File: config.mk
export PLATFORM = sky130hd
export DESIGN_NAME = vfc_ctrl
export DESIGN_NICKNAME = d
export VERILOG_FILES = /design/src/sv/vfc_pkg.sv /design/src/sv/vfc_ctrl.sv
export SDC_FILE = /design/constraint.sdc
export NUM_CORES = 1
export LEC_CHECK = 0
export BUFFER_PORTS_ARGS = -buffer_cell sky130_fd_sc_hd__buf_2
export CORE_AREA = 5 5 42 44
export DETAILED_ROUTE_END_ITERATION = 7
export DIE_AREA = 0 0 47 49
export PLACE_DENSITY = 0.5
export RECOVER_POWER = 100
export SYNTH_ARGS = -nofsm -noshare
export SYNTH_HDL_FRONTEND = slang
export SYNTH_SLANG_ARGS = --single-unit
File: constraint.sdc
create_clock -name clk -period 2 [get_ports clk]
set_clock_uncertainty 0.2 [all_clocks]
set_input_delay 0.1 -clock clk [delete_from_list [all_inputs] [get_ports clk]]
set_output_delay 0.1 -clock clk [all_outputs]
set_load 0.02 [all_outputs]
File: src/sv/vfc_pkg.sv
// ----------------------------------------------------------------------------
// vfc_pkg: shared types and constants for the vector field convolution
// Request and status codes, register indexes, default sizes, and the
// command/status bundles between the controller and the datapath.
// ----------------------------------------------------------------------------
package vfc_pkg;

	localparam int DefMaxRows    = 64;
	localparam int DefMaxCols    = 64;
	localparam int DefMaxRadius  = 4;
	localparam int DefSampleBits = 16;

	localparam int CfgIdxW  = 2;
	localparam int CfgDataW = 7;

	typedef enum logic [1:0] {
		REQ_COEF   = 2'd0,
		REQ_SAMPLE = 2'd1,
		REQ_QUERY  = 2'd2,
		REQ_NONE   = 2'd3
	} req_type_t;

	typedef enum logic [1:0] {
		ST_OK        = 2'd0,
		ST_RADIUS0   = 2'd1,
		ST_RADIUSBIG = 2'd2,
		ST_RANGE     = 2'd3
	} status_t;

	typedef enum logic [1:0] {
		BM_MIRROR     = 2'd0,
		BM_XPER_YMIR  = 2'd1,
		BM_XPER_YZERO = 2'd2,
		BM_ZERO       = 2'd3
	} border_t;

	typedef enum logic [CfgIdxW-1:0] {
		CFG_HEIGHT = 2'd0,
		CFG_WIDTH  = 2'd1,
		CFG_RADIUS = 2'd2,
		CFG_BORDER = 2'd3
	} cfg_idx_t;

	typedef struct packed {
		logic accept;      // input transfer this cycle
		logic tap_en;      // step the tap sequencer
		logic load_result; // capture result into output register
	} vfc_cmd_t;

	typedef struct packed {
		logic query_ok; // incoming query passes all checks
		logic tap_last; // sequencer on last tap
		logic busy;     // taps still in flight
	} vfc_sts_t;

endpackage

File: src/sv/vfc_ctrl.sv
// ----------------------------------------------------------------------------
// vfc_ctrl: request controller
// Accepts requests, runs the tap sequence of a query, waits for the
// datapath pipe to drain and hands the result to the output register.
// ----------------------------------------------------------------------------
module vfc_ctrl (
	input  logic              clk,
	input  logic              arst_n,
	input  logic              req_valid,
	input  logic [1:0]        req_type,
	output logic              req_ready,
	output logic              rsp_valid,
	input  logic              rsp_ready,
	input  vfc_pkg::vfc_sts_t sts,
	output vfc_pkg::vfc_cmd_t cmd
);
	import vfc_pkg::*;

	typedef enum logic [3:0] {
		S_IDLE   = 4'b0001,
		S_RUN    = 4'b0010,
		S_DRAIN  = 4'b0100,
		S_FINISH = 4'b1000
	} state_t;

	state_t state_q, state_d;
	logic   out_valid_q;
	logic   accept;
	logic   out_free;

	assign req_ready = (state_q == S_IDLE);
	assign accept    = req_valid && req_ready;
	assign out_free  = !out_valid_q || rsp_ready;
	assign rsp_valid = out_valid_q;

	always_comb begin
		state_d         = state_q;
		cmd.accept      = accept;
		cmd.tap_en      = 1'b0;
		cmd.load_result = 1'b0;
		unique case (state_q)
			S_IDLE: begin
				if (accept && req_type == REQ_QUERY)
					state_d = sts.query_ok ? S_RUN : S_FINISH;
			end
			S_RUN: begin
				cmd.tap_en = 1'b1;
				if (sts.tap_last)
					state_d = S_DRAIN;
			end
			S_DRAIN: begin
				if (!sts.busy)
					state_d = S_FINISH;
			end
			S_FINISH: begin
				if (out_free) begin
					cmd.load_result = 1'b1;
					state_d         = S_IDLE;
				end
			end
			default: state_d = S_IDLE;
		endcase
	end

	always_ff @(posedge clk or negedge arst_n) begin
		if (!arst_n) begin
			state_q     <= S_IDLE;
			out_valid_q <= 1'b0;
		end else begin
			state_q <= state_d;
			if (cmd.load_result)
				out_valid_q <= 1'b1;
			else if (rsp_ready)
				out_valid_q <= 1'b0;
		end
	end

endmodule

# Word-level counts from Yosys, hierarchy flattened
# Cells that the tools add are included.
dict set report totals {
  word_cells 28
  n_memories 0
  latch_bits 0
  register_bits 5
  ram_bits 0
  mem_bits_ro 0
}
dict set report op_classes {
  div 0
  magnitude_cmp 0
  shifts 0
  bitwise_logic 0
  addsub 0
  n_reduce_logical 6
  mux 11
  mul 0
  n_eq_ne 9
}
# operator count
set op_table {}
lappend op_table {{$mux W4} 5}
lappend op_table {{$pmux W4 S4} 1}
lappend op_table {{$ne A2 B2 Y1 const B} 3}
lappend op_table {{$mux W1} 5}
lappend op_table {{$eq A4 B1 Y1 const B} 1}
lappend op_table {{$eq A4 B2 Y1 const B} 1}
lappend op_table {{$eq A4 B3 Y1 const B} 1}
lappend op_table {{$eq A4 B4 Y1 const B} 1}
lappend op_table {{$reduce_and A4 Y1} 1}
lappend op_table {{$eq A2 B2 Y1 const B} 1}
lappend op_table {{$logic_and A1 B1 Y1} 2}
lappend op_table {{$ne A2 B1 Y1 const B} 1}
lappend op_table {{$reduce_bool A2 Y1} 1}
lappend op_table {{$logic_not A1 Y1} 1}
lappend op_table {{$logic_or A1 B1 Y1} 1}

# Logic depth before layout (Yosys ltp)
# Gate-level depths: netlist (run 1).
dict set report depth {
  ltp_word 5
  depth_mapped 3
  mapped_depth_nobuf 3
}

# Worst setup path before layout (run 1)
# No wires, ideal clock.
dict set report synth_timing {
  path_type {register to register}
  from {register state_q[0]}
  to {register state_q[1]}
  setup_ns 0.066
  t_arrival_ns 1.345
  stages_incl_launch_ff 4
  required_time_ns 1.734
  slack_ns 0.389
  path_cell_list {dfstp_2 > nor4b_4 > and4b_1 > a22o_1}
}
dict set report synth_via {
  elab_chain_len 5
  word_cells_on_any_way 12
  classes_between {8 x eq/ne; 1 x mux; 3 x reduce/logical}
}
# item line_no
set synth_lines {}
lappend synth_lines {{start, declared} vfc_ctrl.sv:26} ;# state_t state_q, state_d;
lappend synth_lines {{start signal, assigned} vfc_ctrl.sv:70} ;# state_q <= state_d;
lappend synth_lines {{$eq A4 B1 Y1 *} vfc_ctrl.sv:31} ;# assign req_ready = (state_q == S_IDLE);
lappend synth_lines {{via req_ready} vfc_ctrl.sv:11} ;# output logic req_ready,
lappend synth_lines {{$logic_and A1 B1 Y1} vfc_ctrl.sv:32} ;# assign accept = req_valid && req_ready;
lappend synth_lines {{$logic_and A1 B1 Y1} vfc_ctrl.sv:43} ;# if (accept && req_type == REQ_QUERY)
lappend synth_lines {{$ne A2 B1 Y1 (no source line)} -}
lappend synth_lines {{$reduce_and A4 Y1 (no source line)} -}
# The timed path passes the listed nets; every way through them passes the cells marked *.
# A chain may end at the register's enable or synchronous reset.

==> qor.yml, run 1 <==
r2r_end: "state_q[2]$_DFFE_PN0P_"
area.growth.synth_to_final_pct: 42.1
fin_crit_sh: 0.917
place_area_sq_um: 404
cts_tree: "yes"
cts_made_buffers: 3
grt_max_degree: 9
drtPass1Iterations: 2
htreeDepth: 1
clockBufferDepth: 2
place_congestion: 0.746
post_cts_resized: 0
setup_ws_ns: 0.166
final_nets: 61
rsz0062_at_grt: "false"
coreArea_sq_um: 1400
yosysSeqAreaShare: 0.387
dp_hpwl_microns: 552
fin_util: 0.331
cts_root_buf: "clkbuf_4"
dieArea_sq_um: 2300
whs_path_depth: 3
worstSetupPathType: "reg2out"
fp.dieW_microns: 47
worstPathArrival_ns: 1.53
hold_class: "in2reg"
grt_overflow: 0
start_util: 0.233
holdPathEnd: "state_q[0]$_DFFE_PN1P_"
postSynthCellCount: 30
critPathMaxStageDelay_ns: 0.61
crit_path_max_fanout: 7
grt_pass1_wl_mm: 1.12
yosysWarnings: 0
max_clock_freq_mhz: 545
cts_num_sinks: 5
setup_viol: 0
highest-signal-layer: "met4"
whs_ns: 0.0242
r2r_setup_slack_ns: 0.26
min_period_ns: 1.83
tightest_slew_ns: 0.499
avgRoutedWirePerCell_microns: 10.2
synth_area_sq_um: 327
dr_wl_met2_microns: 296
drt-met1-wl_microns: 314
layout_commonest_cell: "buf_2"
drv_slew: 0
num_antenna_cells: 0
rr_startpoint: "state_q[1]$_DFFE_PN0P_"
tns_ns: 0
hold_viol_final: 0
clk_pin_slew_worst_paths_ns: 0.04
relSlewSlack: 0.663
powerDensity_nw_per_um2: 558
design_area_sq_um: 464
hold_start: "req_type[1]"
start_kind: "flip-flop"
outcome: "finished, final reports clean"
maxCapViolations: 0
io_buffers: 13
path_cells: "nor4b_4 > and2_1 > clkbuf_1"
postRouteAntennaNets: 0
viasPerCell: 4.60
grt_antenna_before_repair: 0
synth-seq-cells: 5
required_ns: 1.70
die_height_microns: 49
drive_above_1_share: 0.255
routed-wl-met3_microns: 57
p_leak_nw: 0.208
clkLatencyLatePin_ns: 0.24
cp_slowest_cell: "dfstp_1"
drtIter0Drc: 1
drt_wl_total_microns: 684
grt_use_total: 0.0673
syn_area_per_cell_sq_um: 10.9
grt_pass1_vias: 283
drcViolationCount: 0
vias: 308
r2r_cells: 3
num_rows: 14
syn-num-nets: 39
pin_count: 14
mostFrequentLayoutCells: "buf_2 (8), clkbuf_1 (5), dlygate4sd3_1 (5)"
peakVddDrop_uv: 183
synth_cell_types: 23
cp-end-kind: "output pin"
pre_cts_slack_ns: 0.416
## cell usage after synthesis
cell type,count,area share
inv_1,1,0.011
or3b_1,1,0.027
buf_4,1,0.023
a211oi_2,1,0.038
nand2b_1,3,0.057
a21oi_1,1,0.015
a22o_1,1,0.027
nor4b_4,1,0.073
nand2_1,1,0.011
o21ai_0,1,0.015
a211oi_1,2,0.046
or3_1,1,0.019
nor4b_2,1,0.046
dfstp_2,1,0.080
dfrtp_1,4,0.31
nor2_1,1,0.011
nor2b_1,1,0.019
nand3b_1,2,0.046
and2_1,1,0.019
o22ai_1,1,0.019
nor4bb_1,1,0.031
and4b_1,1,0.031
nor4b_1,1,0.027
## cells by family (layout without fill, tap and decap cells)
kind of cell / Yosys count / in the layout / synth area share
buffers and inverters: 2 / 23 / 0.0345
flip-flops: 5 / 5 / 0.387
AO/OA/AOI/OAI: 7 / 7 / 0.161
AND/OR/NAND/NOR: 16 / 16 / 0.418
## registers in the layout, indices dropped and copies added, names as in the netlist
name / cells
rsp_valid: 1
state_q: 4
## stage by stage
step / cells / power [mW]
after floorplan: 30 / 0.131
after global placement: 58 / 0.145
after detailed placement: 58 / 0.145
after CTS: 67 / 0.267
after global routing: 67 / 0.273
final: 67 / 0.259
## cell type report
type,instances,area [sq um]
fill,160,937
multi-input combinational,23,178
sequential,5,126
timing repair buffer,18,110
clock buffer,4,26.3
tap,16,20.0
inverter,1,3.75
## critical path: cells and delay by family (launching register included)
family | cells | cell delay, ns
buf+inv | 1 | 0.23
flops | 1 | 0.61
simple gates | 2 | 0.46
## layer usage
metal,global-route usage,vias to the layer above
met5,0,-
met4,0.0553,0
met3,0,2
met2,0.0995,12
met1,0.0874,138
li1,-,156
## worst max-delay path by stage
stage	startpoint	endpoint	slack, ns
after floorplan	state_q[0]$_DFFE_PN1P_	state_q[1]$_DFFE_PN0P_	0.39
after global placement	state_q[1]$_DFFE_PN0P_	state_q[3]$_DFFE_PN0P_	0.42
after detailed placement	state_q[2]$_DFFE_PN0P_	cmd[0]	0.42
after CTS	state_q[2]$_DFFE_PN0P_	cmd[0]	0.16
after global routing	state_q[0]$_DFFE_PN1P_	cmd[2]	0.04
final	state_q[0]$_DFFE_PN1P_	cmd[2]	0.17
## report_power, final
part,total (mW),switching (mW),internal [mW]
Combinational,0.0377,0.0169,0.0207
Sequential,0.109,0.00461,0.104
Clock,0.112,0.0373,0.0752
## what timing repair did
action	in CTS	in global routing
endpoints found under the hold margin	8	0
hold buffers	5	0
setup buffers	0	0
Power figures use the tool's default switching activity.
==> run 2, diff against run 1 <==
- REMOVE_ABC_BUFFERS: default -> 1
==> run 2 against run 1 <==
Non-clock buffer count increased by 1. Power increased by 0.90%. Routed wire length rose by 20%. Utilization increased by 0.18 points. Combinational power increased by 2%. First-iteration DRC count rose to 4.0 times the previous value. Final area increased by 0.54%. Via count is 4.2% higher.
==> qor.yml, run 2 (synthesis gave the netlist of run 1 again) <==
outcome: "finished, final reports clean"
io_buffers: 13
maxCapViolations: 0
met3_usage: 0.0332
hold_start: "req_type[1]"
die_height_microns: 49
p_total_mw: 0.261
vias: 321
r2r_end: "state_q[2]$_DFFE_PN0P_"
dp_hpwl_microns: 596
postRouteAntennaNets: 0
drt_wl_total_microns: 818
critPathLaunch: "state_q[2]$_DFFE_PN0P_"
grt_pass1_wl_mm: 1.41
num_rows: 14
mostFrequentLayoutCells: "buf_2 (9), dlygate4sd3_1 (6), clkbuf_1 (4), dfrtp_1 (4)"
drtPass1Iterations: 4
grt_antenna_before_repair: 0
powerDensity_nw_per_um2: 560
n_fill_cell: 163
p_switching_mw: 0.0606
r2r_cells: 3
drive_above_1_share: 0.288
use_met2: 0.113
largest_reg_flops: 4
r2r_setup_slack_ns: 0.29
seq_power_share: 0.418
cts_tree: "yes"
avgRoutedWirePerCell_microns: 12.0
pin_count: 14
layout_commonest_cell: "buf_2"
swShare: 0.232
grt_use_total: 0.0869
whs_ns: 0.0366
drtIter0Drc: 4
start_util: 0.233
hold_class: "in2reg"
regMostFlops: "state_q"
place_congestion: 0.733
tightest_slew_ns: 0.513
setup_viol: 0
drcViolationCount: 0
relSlewSlack: 0.653
power.internal_mw: 0.201
tns_ns: 0
max_clock_freq_mhz: 548
whs_path_depth: 3
fin_cells: 68
crit_path_max_fanout: 8
cts_root_buf: "clkbuf_4"
grt_pass1_vias: 338
fp.dieW_microns: 47
grt_overflow: 0
worstSetupPathType: "reg2out"
grt_max_degree: 9
p_comb_frac: 0.148
hold_viol_final: 0
rsz0062_at_grt: "false"
clk_pin_slew_worst_paths_ns: 0.04
final_nets: 62
dieArea_sq_um: 2300
place_inst: 58
start_kind: "flip-flop"
drv_slew: 0
rr_startpoint: "state_q[1]$_DFFE_PN0P_"
coreArea_sq_um: 1400
fin_util: 0.333
peakVddDrop_uv: 260
cp-end-kind: "output pin"
min_period_ns: 1.83
num_antenna_cells: 0
design_area_sq_um: 467
required_ns: 1.70
cts_num_sinks: 5
cts_made_buffers: 3
grt.busiest_layer: "met1"
setup_ws_ns: 0.174
clockPowerShare: 0.434
use_met1: 0.116
p_leak_nw: 0.205
holdPathEnd: "state_q[0]$_DFFE_PN1P_"
place_area_sq_um: 404
htreeDepth: 1
clkLatencyLatePin_ns: 0.24
worstPathArrival_ns: 1.53
fin_crit_sh: 0.913
area.growth.synth_to_final_pct: 42.9
clockBufferDepth: 2
viasPerCell: 4.72
pre_cts_slack_ns: 0.403
==> run 2: cell types whose count changed in the layout (fill, tap and decap cells not counted) <==
cell / previous run / this run
nor4b_2: 0 / 1
and2_1: 1 / 0
buf_2: 8 / 9
dfstp_1: 1 / 0
nor4b_4: 1 / 0
and2_0: 0 / 1
clkbuf_1: 5 / 4
dlygate4sd3_1: 5 / 6
dfstp_2: 0 / 1
==> run 2: power groups by stage <==
stage / clock (mW) / combinational (mW) / sequential, mW
global route: 0.126 / 0.0427 / 0.110
finish: 0.113 / 0.0386 / 0.109
detailed placement: 0 / 0.0341 / 0.112
floorplan: 0 / 0.0178 / 0.111
global placement: 0 / 0.0337 / 0.112
CTS: 0.119 / 0.0417 / 0.110
==> run 2: routing by layer <==
metal / vias up / share of wire / wire (microns)
met2: 17 / 0.41 / 332
met3: 2 / 0.084 / 69
li1: 161 / - / -
met4: 0 / 0.015 / 12
met1: 141 / 0.49 / 402
met5: - / 0 / 0
==> run 2: layout make-up <==
cell class | instances | area (sq um) | share of cell area
clock buffers | 4 | 26.3 | 0.0563
repair buffers | 19 | 121 | 0.260
multi-input cells | 23 | 169 | 0.362
inverters | 1 | 3.75 | 0.00804
well taps | 16 | 20.0 | 0.0429
flip-flops and latches | 5 | 126 | 0.271
==> run 2: worst max path at each step <==
stage,slack [ns],cells after the start,to
CTS,0.14,4,cmd[0]
detailed placement,0.40,4,cmd[0]
global route,0.05,3,cmd[2]
global placement,0.42,3,state_q[3]$_DFFE_PN0P_
floorplan,0.39,3,state_q[1]$_DFFE_PN0P_
finish,0.17,4,cmd[0]
==> run 2: timing repair <==
action / 4_1_cts / 5_1_grt
hold endpoints to repair: 8 / 0
resized for setup: 0 / 0
hold buffers: 6 / 0
buffers inserted: 0 / 0
==> run 2: critical path: stages, from the launching register on <==
cell,delay [ns]
dfrtp_1,0.46
nand2b_1,0.19
or3_1,0.36
nor2b_1,0.12
clkbuf_2,0.17
==> run 3, diff against run 2 <==
- RECOVER_POWER: 100 -> 50
- SKIP_CTS_REPAIR_TIMING: default -> 1
==> run 3 against run 2 <==
The run now ends with hold timing left. Largest power group unchanged. Critical endpoint unchanged. Clock power is essentially flat. Utilization grew 0.089 points. Worst setup slack lost 0.017 ns. Final cell count shrank 2.9%. Via count shrank 1.9%. Critical path depth is the same. Non-clock buffer count shrank 2. Final area grew 0.27%. Sequential power is essentially flat. Combinational power grew 2%.
==> qor.yml, run 3 (synthesis gave the netlist of run 1 again) <==
place_congestion: 0.733
drtPass1Iterations: 2
crit_path_max_fanout: 8
start_util: 0.233
hold_viol_final: 1
rsz0062_at_grt: "false"
worstSetupPathType: "reg2out"
n_fill_cell: 158
coreArea_sq_um: 1400
hold_class: "in2reg"
final_nets: 60
fp.dieW_microns: 47
cts_made_buffers: 3
min_period_ns: 1.84
mostFrequentLayoutCells: "buf_2 (11), dlygate4sd3_1 (4), dfrtp_1 (4)"
place_inst: 58
regMostFlops: "state_q"
grt_use_total: 0.0848
drive_above_1_share: 0.360
rr_startpoint: "state_q[0]$_DFFE_PN1P_"
vias: 315
worstPathArrival_ns: 1.54
peakVddDrop_uv: 258
maxCapViolations: 0
critPathLaunch: "state_q[2]$_DFFE_PN0P_"
cts_root_buf: "clkbuf_4"
largest_reg_flops: 4
clk_pin_slew_worst_paths_ns: 0.04
drtIter0Drc: 4
die_height_microns: 49
outcome: "complete, but fails checks"
viasPerCell: 4.77
drcViolationCount: 0
layout_commonest_cell: "buf_2"
cp-end-kind: "output pin"
tns_ns: 0
swShare: 0.235
whs_ns: -0.00195
dp_hpwl_microns: 596
grt_overflow: 0
clockBufferDepth: 2
required_ns: 1.70
grt_pass1_vias: 316
grt_antenna_before_repair: 0
grt_max_degree: 9
seq_power_share: 0.418
htreeDepth: 1
grt_pass1_wl_mm: 1.37
start_kind: "flip-flop"
p_total_mw: 0.264
fin_cells: 66
clkLatencyLatePin_ns: 0.24
area.growth.synth_to_final_pct: 43.3
pin_count: 14
powerDensity_nw_per_um2: 564
cts_num_sinks: 5
power.internal_mw: 0.202
p_comb_frac: 0.149
tightest_slew_ns: 0.359
avgRoutedWirePerCell_microns: 12.0
relSlewSlack: 0.760
drv_slew: 0
violations: "hold timing"
dieArea_sq_um: 2300
io_buffers: 13
setup_viol: 0
num_rows: 14
drt_wl_total_microns: 789
cts_tree: "yes"
p_leak_nw: 0.209
max_clock_freq_mhz: 543
clockPowerShare: 0.433
p_switching_mw: 0.0620
fin_crit_sh: 0.921
postRouteAntennaNets: 0
num_antenna_cells: 0
hold_start: "sts[0]"
[run 3: area by class of cell]
cell class | count | area (sq um) | area share
Inverter | 1 | 3.75 | 0.00802
Multi-Input combinational cell | 23 | 189 | 0.404
Sequential cell | 5 | 126 | 0.270
Tap cell | 16 | 20.0 | 0.0428
Clock buffer | 4 | 26.3 | 0.0561
Timing Repair Buffer | 17 | 103 | 0.219
[run 3: power groups by stage]
stage	logic, mW	clock network, mW	registers, mW
after floorplan	0.0178	0	0.111
after global placement	0.0337	0	0.112
final	0.0393	0.114	0.110
after CTS	0.0342	0.119	0.110
after global routing	0.0434	0.126	0.111
after detailed placement	0.0341	0	0.112
[run 3: worst paths after layout]
check,end,slack (ns),cells past startpoint
worst max-delay path,cmd[0],0.16,4
worst min register to register,rsp_valid$_DFFE_PN0P_,0.35,2
max in group asynchronous,state_q[0]$_DFFE_PN1P_,1.31,2
worst min-delay path,state_q[2]$_DFFE_PN0P_,-0.002,3
min in group asynchronous,rsp_valid$_DFFE_PN0P_,0.03,2
worst max register to register,state_q[1]$_DFFE_PN0P_,0.44,3
[run 3: worst max-delay path: stages (launching register included)]
cell and delay, ns:
dfrtp_1 0.47, nand2b_1 0.20, or3_1 0.36, nor2b_1 0.11
buf_2 0.16
[run 3: metal layers]
layer | part of all wire | wire [microns] | global-route usage
met2 | 0.43 | 336 | 0.104
met3 | 0.087 | 69 | 0.0332
met1 | 0.47 | 370 | 0.118
met5 | 0 | 0 | 0
met4 | 0.015 | 12 | 0.0553
[run 3: through the flow]
step                hold slack [ns]  instance area, sq um  setup WS (ns)   util
floorplan                    -0.396                   319          0.389      -
finish                     -0.00195                   468          0.158  0.334
CTS                          -0.543                   430          0.143  0.307
global placement             -0.282                   404          0.419  0.288
detailed placement           -0.285                   404          0.403  0.288
global route                 0.0136                   468         0.0412  0.334
